$ cat src/rtl/mrcc_pkg.sv
package mrcc_pkg;

    localparam logic [15:0] CRC_INIT      = 16'hFFFF;
    localparam logic [15:0] CRC_POLY      = 16'hA001;
    localparam int          WORD_BASE     = 3;
    localparam int          COUNT_MAX     = 511;
    localparam int          RESULT_MAX    = 8;
    localparam int          DEF_MAX_WORDS = 8;
    localparam logic [3:0]  REG_COUNT_RST = 4'd8;

    typedef enum logic [1:0] {
        ST_WORD  = 2'd0,
        ST_CRC   = 2'd1,
        ST_SHORT = 2'd2
    } t_status;

    typedef struct packed {
        t_status    status;
        logic [3:0] count;
    } t_job;

    typedef struct packed {
        logic        en;
        logic        bank;
        logic [7:0]  idx;
        logic [15:0] data;
    } t_wr;

    typedef struct packed {
        logic bank_wr;
        logic bank_rd;
        logic full;
        logic valid;
        t_job head;
    } t_qstat;

    typedef enum logic [1:0] {
        BS_IDLE,
        BS_FETCH,
        BS_WORD,
        BS_ERR
    } t_bstate;

    function automatic logic [15:0] crc_feed(input logic [15:0] crc, input logic [7:0] b);
        logic [15:0] c;
        int          k;
        c = crc ^ {8'h00, b};
        for (k = 0; k < 8; k++) begin
            c = c[0] ? ((c >> 1) ^ CRC_POLY) : (c >> 1);
        end
        return c;
    endfunction

endpackage

$ cat src/rtl/mrcc_front.sv
module mrcc_front #(
    parameter int MAX_WORDS = mrcc_pkg::DEF_MAX_WORDS
) (
    input  logic             i_clk,
    input  logic             i_rst_n,
    input  logic             i_push,
    input  logic [7:0]       i_rx_byte,
    input  logic             i_frame_end,
    input  logic             i_cfg_wr_en,
    input  logic [3:0]       i_cfg_wr_data,
    input  mrcc_pkg::t_qstat i_qstat,
    output logic             o_full,
    output logic             o_job_push,
    output mrcc_pkg::t_job   o_job,
    output mrcc_pkg::t_wr    o_wr
);

    localparam int STORE_WORDS = (MAX_WORDS < mrcc_pkg::RESULT_MAX) ?
                                 MAX_WORDS : mrcc_pkg::RESULT_MAX;
    localparam logic [3:0] N_MAX = 4'(STORE_WORDS);

    logic [3:0]  r_reg_count;
    logic [15:0] r_crc, n_crc;
    logic [8:0]  r_byte_count, n_byte_count;
    logic [15:0] r_tail, n_tail;
    logic [7:0]  r_high, n_high;

    logic        accept;
    logic [8:0]  rel;
    logic [7:0]  word_idx;
    logic        in_words;
    logic [3:0]  eff_count;
    logic [8:0]  need;
    logic [15:0] rx_crc;

    assign accept = i_push & ~i_qstat.full;
    assign o_full = i_qstat.full;

    always_comb begin
        n_crc = (r_byte_count >= 9'd2) ? mrcc_pkg::crc_feed(r_crc, r_tail[15:8]) : r_crc;
        rel      = r_byte_count - 9'(mrcc_pkg::WORD_BASE);
        word_idx = rel[8:1];
        in_words = (r_byte_count >= 9'(mrcc_pkg::WORD_BASE)) &&
                   (word_idx < 8'(STORE_WORDS));
        n_tail = {r_tail[7:0], i_rx_byte};
        n_byte_count = (r_byte_count != 9'(mrcc_pkg::COUNT_MAX)) ?
                       r_byte_count + 9'd1 : r_byte_count;
        n_high = (in_words && !rel[0]) ? i_rx_byte : r_high;

        o_wr.en   = accept && in_words && rel[0];
        o_wr.bank = i_qstat.bank_wr;
        o_wr.idx  = word_idx;
        o_wr.data = {r_high, i_rx_byte};

        if (r_reg_count == 4'd0) begin
            eff_count = 4'd1;
        end else if (r_reg_count > N_MAX) begin
            eff_count = N_MAX;
        end else begin
            eff_count = r_reg_count;
        end
        need   = 9'({eff_count, 1'b0}) + 9'(mrcc_pkg::WORD_BASE + 2);
        rx_crc = {i_rx_byte, r_tail[7:0]};

        o_job.count = eff_count;
        if (n_byte_count < need) begin
            o_job.status = mrcc_pkg::ST_SHORT;
        end else if (n_crc != rx_crc) begin
            o_job.status = mrcc_pkg::ST_CRC;
        end else begin
            o_job.status = mrcc_pkg::ST_WORD;
        end
        o_job_push = accept & i_frame_end;
    end

    always_ff @(posedge i_clk) begin
        if (!i_rst_n) begin
            r_reg_count  <= mrcc_pkg::REG_COUNT_RST;
            r_crc        <= mrcc_pkg::CRC_INIT;
            r_byte_count <= '0;
            r_tail       <= '0;
            r_high       <= '0;
        end else begin
            if (i_cfg_wr_en) begin
                r_reg_count <= i_cfg_wr_data;
            end
            if (accept) begin
                if (i_frame_end) begin
                    r_crc        <= mrcc_pkg::CRC_INIT;
                    r_byte_count <= '0;
                    r_tail       <= '0;
                    r_high       <= '0;
                end else begin
                    r_crc        <= n_crc;
                    r_byte_count <= n_byte_count;
                    r_tail       <= n_tail;
                    r_high       <= n_high;
                end
            end
        end
    end

endmodule

$ cat config.mk
export PLATFORM = sky130hd
export DESIGN_NAME = mrcc_front
export DESIGN_NICKNAME = d
export VERILOG_FILES = /design/src/rtl/mrcc_pkg.sv /design/src/rtl/mrcc_front.sv
export SDC_FILE = /design/constraint.sdc
export NUM_CORES = 1
export LEC_CHECK = 0
export BUFFER_PORTS_ARGS = -buffer_cell sky130_fd_sc_hd__buf_2
export CAP_MARGIN = 20
export CORE_MARGIN = 8
export CORE_UTILIZATION = 55
export CTS_BUF_LIST = sky130_fd_sc_hd__clkbuf_4 sky130_fd_sc_hd__clkbuf_8
export CTS_CLUSTER_DIAMETER = 30
export CTS_CLUSTER_SIZE = 14
export DETAILED_ROUTE_END_ITERATION = 6
export GPL_ROUTABILITY_DRIVEN = 1
export PLACE_DENSITY = 0.79
export SLEW_MARGIN = 10
export SYNTH_ARGS = -nofsm -noshare
export SYNTH_HDL_FRONTEND = slang
export SYNTH_SLANG_ARGS = --single-unit
export TNS_END_PERCENT = 5
$ cat constraint.sdc
create_clock -name i_clk -period 7.3 [get_ports i_clk]
set_input_delay 0.73 -clock i_clk [delete_from_list [all_inputs] [get_ports i_clk]]
set_output_delay 0.73 -clock i_clk [all_outputs]
set_load 0.05 [all_outputs]
==> results by group, run 1 <==
Floorplanning
  – Core ar.: 5851 µm²
  – Chip width: 93.18 µm
  – I/O pins: 61
  – Die height: 93.18 µm
  – Die Area: 8682 µm²
  – Initial Util: 55.99%
  – Cell Rows: 28

Drt
  – DRT Pass-1 Iters: 7
  – Avg WL per Cell: 16.31 µm
  – DR vias/cell: 5.919
  – Post-DRT Antenna Nets: 0
  – DR iter-0 viols: 161
  – Total routed wirelength: 7.879 mm
  – Routed via count: 2859
  – Remaining DRCs: 0

Clocking
  – H-tree depth: 2
  – CTS Buf Count: 5
  – CTS tree: yes
  – Clock Path Buffers: 2
  – Clk sinks: 53
  – CTS clk-pin slew, worst paths: 0.10 ns
  – Clock Latency Late Sink: 0.31 ns
  – CTS Hold Buffers Added: 0
  – CTS root buf: clkbuf_8
  – PostCTS Resize Cnt: 0
  – Setup repair bufs after CTS: 0

Logic synthesis
  – Seq/Total Area, Yosys: 32.39%
  – Synthesized flop and latch total: 53
  – Unique masters post-synth: 59
  – Synth Instances: 382
  – Post-Syn Area per Cell: 8.575 µm²
  – Syn Nets: 417
  – Main synth FF type: dfxtp_1
  – Async set or reset register ratio after synthesis: 0%
  – Syn. warnings: 0
  – Number of synthesized flops with an enable pin: 0
  – Cell Area, Synth: 3276 µm²

STA
  – Relative slew slack: 55.47%
  – Final setup TNS: 0 ns
  – Final setup margin: 2.973 ns
  – Hold Violations, Final: 0
  – Hold slack: 0.4853 ns
  – RSZ-0062 raised after global routing: false
  – Slew Viols, Final: 0
  – Min cycle time layout: 4.327 ns
  – Final period utilization: 59.27%
  – Fmax achieved: 231.1 MHz
  – Tightest Pin Transition: 0.6654 ns
  – Clock Skew: 0.005486 ns
  – Final setup violating endpoints: 0

Global routing
  – Overall Global Routing Usage: 18.47%
  – Initial antenna violation count: 0
  – GRT overflow: 0
  – Global-route wire length before repair: 13.22 mm
  – Vias in the first global route: 2732
  – Largest net degree at the start of global routing: 38

Setup path
  – Kind of critical path: register to primary output
  – Crit path capture type: primary output
  – Startpoint types: register
  – CP Data Arrival Time: 3.60 ns
  – Required time worst endpoint: 6.57 ns
  – CP max FO: 23

Placement
  – DP Wirelength: 5.646 mm
  – PortBufs: 50
  – Pre-CTS setup slack: 3.402 ns
  – RePlAce Congestion: 0.8535

Layout
  – Core Util, Final: 61.04%
  – P&R area growth vs syn: 9.014%
  – Nets@finish: 442
  – Layout cells sized above 1: 17.89%
  – N_diodes: 0

Run status
  – Outcome: completed

Power
  – IR drop worst, VDD: 0.1460 mV
  – Leakage power: 1.557 nW
  – Pwr dens: 161.8 nW/µm²

Flow run
  – Max Cap Violations: 0

Hold path
  – Hold crit path type: register to register
-- kinds of logic after synthesis --
logic type | share of synthesized area [%]
and+or+nand+nor | 21.96
AOI/OAI and AO/OA | 16.04
DFF | 32.39
buffers and inverters | 7.066
xor gates and xnor gates | 14.02
muxes | 5.347
adders and majority gates | 3.056
other | 0.1145
-- cells in the mapped netlist, types with 7 or more instances --
| cell | count | share of area (%) |
|---|---|---|
| o211ai_1 | 11 | 2.5 |
| xor2_1 | 19 | 5.1 |
| a22oi_1 | 12 | 2.8 |
| ha_1 | 8 | 3.1 |
| dfxtp_1 | 53 | 32 |
| a21boi_0 | 16 | 3.7 |
| nand2_1 | 50 | 5.7 |
| buf_4 | 10 | 2.3 |
| inv_1 | 10 | 1.1 |
| a21oi_1 | 7 | 1.1 |
| nand3_1 | 25 | 3.8 |
| clkbuf_1 | 18 | 2.1 |
| mux2i_1 | 16 | 4.9 |
| nor2b_1 | 21 | 4.0 |
| nor2_1 | 15 | 1.7 |
| xnor2_1 | 18 | 4.8 |
-- cells in the final DEF (no fill, tap or decap), types with 2 or more instances in the layout --
cell / count
dfxtp_1: 53
nand2_1: 50
buf_2: 50
nand3_1: 25
nor2b_1: 21
xor2_1: 19
xnor2_1: 18
mux2i_1: 16
a21boi_0: 16
nor2_1: 15
a22oi_1: 12
o211ai_1: 11
inv_1: 10
ha_1: 8
a21oi_1: 7
and3_1: 5
o21ai_0: 5
clkbuf_8: 5
nand4_1: 4
a31oi_1: 4
xor2_2: 4
nor3_1: 3
nor3b_1: 3
or3_1: 2
nand3b_1: 2
o2111ai_1: 2
and2_1: 2
o21ai_1: 2
buf_4: 2
-- critical path, stage by stage (launching register included) --
cell	delay (ns)
dfxtp_1	0.52
inv_1	0.18
ha_1	0.24
nor3_1	0.27
nand3_2	0.54
mux2i_1	0.47
xor2_1	0.19
nand4_1	0.11
nor4_1	0.35
a31oi_1	0.17
buf_2	0.24
-- per-layer routing --
layer | vias up | part of all wire [%] | GRT usage (%)
li1 | 1361 | - | -
met1 | 1360 | 44 | 23.24
met5 | - | 0 | 0
met2 | 123 | 48 | 30.00
met4 | 0 | 1.4 | 5.638
met3 | 15 | 7.3 | 5.048
-- path summary, 6_finish.rpt --
check / startpoint / endpoint / slack (ns) / cells after the start
max: r_byte_count[0] / o_job[4] / 2.97 / 10
max reg2reg: r_byte_count[0] / r_crc[0] / 4.50 / 6
min: r_tail[15] / r_tail[15] / 0.49 / 2
min reg2reg: r_tail[15] / r_tail[15] / 0.49 / 2
-- final cells by class --
| class | instances | area, µm² |
|---|---|---|
| clock buffers | 5 | 68.82 |
| fillers | 507 | 2280 |
| inverters | 11 | 41.29 |
| flip-flops and latches | 53 | 1061 |
| clock inverters | 3 | 46.29 |
| well taps | 75 | 93.84 |
| multi-input cells | 283 | 1983 |
| repair buffers | 53 | 276.5 |
-- power breakdown --
group          switching, W  internal, W  leakage (nW)
combinational     0.0000490    0.0000253          1.07
clock              0.000103     0.000103        0.0543
sequential       0.00000499     0.000293         0.429
-- sequential cells by signal, summed over array words and instances, names as in the netlist --
register and count:
r_byte_count 9, r_crc 16, r_high 8, r_reg_count 4, r_tail 16
-- through the flow --
| stage | std cells | total power, W | area, µm² |
|---|---|---|---|
| CTS | 483 | 0.0005810 | 3571 |
| finish | 483 | 0.0005779 | 3571 |
| global route | 483 | 0.0006003 | 3571 |
| detailed placement | 475 | 0.0003784 | 3456 |
| floorplan | 382 | 0.0003623 | 3276 |
| global placement | 474 | 0.0003763 | 3445 |
(Power assumes the default switching activity.)
==> inputs of run 2 (changes only) <==
==> constraint.sdc (replaced) <==
create_clock -name i_clk -period 4.3 [get_ports i_clk]
set_input_delay 0.43 -clock i_clk [delete_from_list [all_inputs] [get_ports i_clk]]
set_output_delay 0.43 -clock i_clk [all_outputs]
set_load 0.05 [all_outputs]
==> run 2 against run 1 <==
  * Non-clock buffer count up 1
  * First-iteration DRC count up 29%
  * Cell count up 0.21%
  * Global-route usage decreased by 0.82 points
  * Largest cell class unchanged
  * Via count down 1.0%
  * Worst hold slack got worse by 0.15 ns
  * Sequential power is 70% higher
  * Setup slack lost 2.6 ns
  * Sequential cell count unchanged
  * Critical path depth is 1 higher
  * Largest power group unchanged
==> results by group, run 2 (synthesis gave the netlist of run 1 again) <==
Global routing
  – Global-route wire length before repair: 12.57 mm
  – Vias in the first global route: 2565
  – Overall Global Routing Usage: 17.65%
  – Initial antenna violation count: 0
  – GRT overflow: 0
  – Largest net degree at the start of global routing: 38

Layout
  – Top Registers: r_crc x16, r_tail x16, r_byte_count x9
  – Layout cells sized above 1: 18.09%
  – Fillers: 513
  – N_diodes: 0
  – P&R area growth vs syn: 8.709%
  – Most frequent cells in the layout: dfxtp_1 (53), nand2_1 (50), buf_2 (50)
  – Post-route insts no fill: 484
  – Nets@finish: 443
  – Most common cell after layout, fill and taps aside: dfxtp_1

Drt
  – Routed via count: 2829
  – Remaining DRCs: 0
  – Total routed wirelength: 7.872 mm
  – DRT Pass-1 Iters: 5
  – DR vias/cell: 5.845
  – DR iter-0 viols: 208
  – Post-DRT Antenna Nets: 0
  – Avg WL per Cell: 16.26 µm

Clocking
  – Clock Latency Late Sink: 0.32 ns
  – Clock Path Buffers: 2
  – Clk sinks: 53
  – CTS Buf Count: 5
  – CTS root buf: clkbuf_8
  – PostCTS Resize Cnt: 0
  – CTS tree: yes
  – CTS clk-pin slew, worst paths: 0.10 ns
  – H-tree depth: 2
  – Setup repair bufs after CTS: 0
  – CTS Hold Buffers Added: 0

Floorplanning
  – I/O pins: 61
  – Cell Rows: 28
  – Die Area: 8682 µm²
  – Initial Util: 55.99%
  – Core ar.: 5851 µm²
  – Chip width: 93.18 µm
  – Die height: 93.18 µm

Setup path
  – Required time worst endpoint: 3.87 ns
  – CP Data Arrival Time: 3.48 ns
  – Launching point of the worst reg2reg path: r_byte_count[0]
  – Flop-to-flop setup slack: 1.62 ns
  – Startpoint types: register
  – Reg-to-Reg End: r_crc[5]
  – Reg2reg path depth: 7
  – CP max FO: 9
  – Crit path capture type: primary output
  – Kind of critical path: register to primary output

Power
  – Power after layout: 0.0009403 W
  – Leakage power: 1.559 nW
  – IR drop worst, VDD: 0.2363 mV
  – Pwr dens: 264.0 nW/µm²

STA
  – Relative slew slack: 56.54%
  – Min cycle time layout: 3.911 ns
  – Clock Skew: 0.01573 ns
  – Hold Violations, Final: 0
  – Fmax achieved: 255.7 MHz
  – Final setup violating endpoints: 0
  – Hold slack: 0.3325 ns
  – Final period utilization: 90.97%
  – RSZ-0062 raised after global routing: false
  – Final setup TNS: 0 ns
  – Slew Viols, Final: 0
  – Tightest Pin Transition: 0.6495 ns

Placement
  – DP Wirelength: 5.720 mm
  – Placed cells: 476
  – PortBufs: 50
  – RePlAce Congestion: 0.8420

Hold path
  – Hold depth: 3
  – Hold crit path type: primary input to register
  – Min-Delay Endpoint: r_reg_count[3]
  – Min-delay src: i_cfg_wr_data[3]

Run status
  – Outcome: completed

Flow run
  – Max Cap Violations: 0
[run 2: cell count changes in the layout (fill, tap and decap cells not counted), sizes merged]
cell / delta
clkinvlp: -1
buf: +1
inv: +2
bufinv: -1
[run 2: routing by layer]
metal | GRT usage [%] | share of wire [%] | vias up | wire length [µm]
li1 | - | - | 1364 | -
met1 | 23.63 | 48 | 1361 | 3747
met2 | 27.87 | 45 | 92 | 3555
met3 | 3.926 | 5.7 | 12 | 452
met4 | 4.698 | 1.5 | 0 | 117
met5 | 0 | 0 | - | 0
[run 2: layout make-up]
| type | count | area, µm² | area share, % |
|---|---|---|---|
| clock inverters | 3 | 28.78 | 0.8082 |
| multi-input cells | 283 | 1983 | 55.69 |
| well taps | 75 | 93.84 | 2.635 |
| inverters | 11 | 41.29 | 1.160 |
| flip-flops and latches | 53 | 1061 | 29.80 |
| clock buffers | 5 | 68.82 | 1.933 |
| repair buffers | 54 | 284.0 | 7.976 |
[run 2: stage by stage]
step / setup slack, ns / util [%] / instance area (µm²)
after global placement: 0.8130 / 59.00 / 3452
after CTS: 0.3949 / 60.86 / 3561
after global routing: 0.1621 / 60.86 / 3561
final: 0.3885 / 60.86 / 3561
after floorplan: 0.4613 / - / 3276
after detailed placement: 0.7778 / 59.20 / 3463
[run 2: worst max path at each step]
stage / startpoint / to / depth (start not counted)
2_1_floorplan: r_byte_count[1] / o_job[4] / 8
3_3_place_gp: r_byte_count[1] / o_job[4] / 11
3_5_place_dp: r_byte_count[1] / o_job[4] / 11
4_1_cts: r_byte_count[0] / o_job[4] / 11
5_1_grt: r_byte_count[0] / o_job[4] / 11
6_report: r_byte_count[1] / o_job[4] / 11
[run 2: where the power goes]
part           internal (W)  leakage, nW  switching, W
sequential         0.000498        0.429    0.00000822
combinational     0.0000432         1.08     0.0000833
clock              0.000122       0.0506      0.000185
[run 2: critical path, stage by stage, from the launching register on]
cell	delay [ns]
dfxtp_1	0.53
ha_1	0.29
inv_1	0.14
or3_1	0.53
nand3_1	0.16
o21a_1	0.13
ha_1	0.23
a21o_1	0.19
a2111oi_0	0.34
and3_1	0.28
a31oi_1	0.08
buf_2	0.24
==> inputs of run 3 (changes only) <==
--- a/config.mk
+++ b/config.mk
@@ -8,13 +8,12 @@
 export BUFFER_PORTS_ARGS = -buffer_cell sky130_fd_sc_hd__buf_2
 export CAP_MARGIN = 20
 export CORE_MARGIN = 8
-export CORE_UTILIZATION = 55
+export CORE_UTILIZATION = 35
 export CTS_BUF_LIST = sky130_fd_sc_hd__clkbuf_4 sky130_fd_sc_hd__clkbuf_8
 export CTS_CLUSTER_DIAMETER = 30
 export CTS_CLUSTER_SIZE = 14
 export DETAILED_ROUTE_END_ITERATION = 6
 export GPL_ROUTABILITY_DRIVEN = 1
-export PLACE_DENSITY = 0.79
 export SLEW_MARGIN = 10
 export SYNTH_ARGS = -nofsm -noshare
 export SYNTH_HDL_FRONTEND = slang
==> constraint.sdc (replaced) <==
create_clock -name i_clk -period 4.3 [get_ports i_clk]
set_input_delay 0.43 -clock i_clk [delete_from_list [all_inputs] [get_ports i_clk]]
set_output_delay 0.43 -clock i_clk [all_outputs]
set_load 0.005 [all_outputs]
==> run 3 against run 2 <==
  * Sequential cell count unchanged
  * Critical endpoint unchanged
  * Routed wire length up 2.8%
  * Sequential power about the same
==> results by group, run 3 (synthesis gave the netlist of run 1 again) <==
Clocking
  – Clk sinks: 53
  – Clock Latency Late Sink: 0.31 ns
  – Setup repair bufs after CTS: 0
  – CTS clk-pin slew, worst paths: 0.10 ns
  – CTS Buf Count: 5
  – CTS tree: yes
  – CTS Hold Buffers Added: 0
  – H-tree depth: 2
  – Clock Path Buffers: 2
  – CTS root buf: clkbuf_8
  – PostCTS Resize Cnt: 0

Placement
  – PortBufs: 50
  – Pre-CTS setup slack: 0.7915 ns
  – DP Wirelength: 5.908 mm
  – RePlAce Congestion: 0.8824
  – Placed cells: 511
  – DP Area: 3497 µm²

STA
  – Min cycle time layout: 3.872 ns
  – Slew Viols, Final: 0
  – Clock Skew: 0.007822 ns
  – Final setup violating endpoints: 0
  – Tightest Pin Transition: 0.6608 ns
  – Final period utilization: 90.05%
  – RSZ-0062 raised after global routing: false
  – Hold Violations, Final: 0
  – Relative slew slack: 55.78%
  – Final setup TNS: 0 ns
  – Fmax achieved: 258.3 MHz
  – Final setup margin: 0.4279 ns

Floorplanning
  – Die Area: 12710 µm²
  – I/O pins: 61
  – Chip width: 112.7 µm
  – Cell Rows: 35
  – Die height: 112.7 µm
  – Core ar.: 9153 µm²
  – Initial Util: 35.79%

Power
  – Leakage power: 1.547 nW
  – Pwr dens: 252.4 nW/µm²
  – Clk pwr share: 32.8%
  – IR drop worst, VDD: 0.2020 mV
  – Sw Ratio: 27.23%
  – Switch Pwr: 0.0002468 W
  – Reg power frac: 55.9%
  – Combinational Power Share: 11.3%
  – Pint: 0.0006594 W

Hold path
  – Min-delay src: i_cfg_wr_data[3]
  – Hold crit path type: primary input to register
  – Hold depth: 3
  – Min-Delay Endpoint: r_reg_count[3]

Layout
  – Nets@finish: 442
  – Most common cell after layout, fill and taps aside: dfxtp_1
  – Post-route insts no fill: 519
  – Fillers: 898
  – P&R area growth vs syn: 9.626%
  – Core Util, Final: 39.23%
  – Layout cells sized above 1: 17.89%
  – N_diodes: 0
  – Fin area: 3591 µm²
  – Top Registers: r_crc x16, r_tail x16, r_byte_count x9
  – Most frequent cells in the layout: dfxtp_1 (53), nand2_1 (50), buf_2 (50)

Run status
  – Outcome: completed

Setup path
  – Startpoint types: register
  – Flop-to-flop setup slack: 1.58 ns
  – Kind of critical path: register to primary output
  – Reg-to-Reg End: r_crc[0]
  – Reg2reg path depth: 6
  – Crit path capture type: primary output
  – Launching point of the worst reg2reg path: r_byte_count[0]
  – Required time worst endpoint: 3.87 ns
  – CP Data Arrival Time: 3.44 ns
  – CP max FO: 23

Drt
  – DRT Pass-1 Iters: 6
  – DR iter-0 viols: 205
  – Total routed wirelength: 8.091 mm
  – DR vias/cell: 5.202
  – Avg WL per Cell: 15.59 µm
  – Post-DRT Antenna Nets: 0
  – Remaining DRCs: 0
  – Routed via count: 2700

Global routing
  – Vias in the first global route: 2709
  – GRT overflow: 0
  – Initial antenna violation count: 0
  – Largest net degree at the start of global routing: 38
  – Global-route wire length before repair: 13.55 mm
  – Overall Global Routing Usage: 12.84%

Flow run
  – Max Cap Violations: 0
==> run 3: metrics by stage <==
stage | hold slack (ns) | total power (W)
floorplan | 0.4528 | 0.0005889
global placement | 0.4667 | 0.0006183
detailed placement | 0.4703 | 0.0006208
CTS | 0.3410 | 0.0009155
global route | 0.3365 | 0.0009451
finish | 0.3463 | 0.0009062
==> run 3: worst max path at each step <==
stage / from / to / cells after the start
finish: r_byte_count[0] / o_job[4] / 10
global route: r_byte_count[0] / o_job[4] / 10
CTS: r_byte_count[0] / o_job[4] / 11
detailed placement: r_byte_count[0] / o_job[4] / 11
global placement: r_byte_count[0] / o_job[4] / 11
floorplan: r_byte_count[1] / o_job[4] / 11
==> run 3: metal layers <==
metal / vias to the layer above / track usage (%) / wire length (µm)
met4: 0 / 4.047 / 116
met3: 9 / 2.396 / 235
met1: 1280 / 16.69 / 3905
met2: 51 / 20.99 / 3834
li1: 1360 / - / -
met5: - / 0 / 0
==> run 3: worst max-delay path, stage by stage, from the launching register on <==
cell and delay (ns):
dfxtp_1 0.53, inv_1 0.18, ha_1 0.23, nor3_1 0.23, nand3_2 0.51, mux2i_1 0.45
xor2_1 0.21, o2111ai_1 0.17, nor4_1 0.29, a31oi_1 0.17, buf_2 0.16
==> run 3: cell type report <==
cell class	instances	area [µm²]	area share (%)
multi-input combinational	283	1983	55.23
sequential	53	1061	29.55
timing repair buffer	53	272.8	7.596
tap	111	138.9	3.868
clock buffer	5	68.82	1.916
inverter	11	41.29	1.150
clock inverter	3	25.02	0.6969
==> run 3: power groups by stage <==
| stage | combinational, W | sequential, W | clock [W] |
|---|---|---|---|
| 3_3_place_gp | 0.000101 | 0.000517 | 0 |
| 5_1_grt | 0.000113 | 0.000507 | 0.000324 |
| 6_report | 0.000103 | 0.000506 | 0.000297 |
| 3_5_place_dp | 0.000103 | 0.000517 | 0 |
| 4_1_cts | 0.000104 | 0.000506 | 0.000305 |
| 2_1_floorplan | 0.0000744 | 0.000515 | 0 |
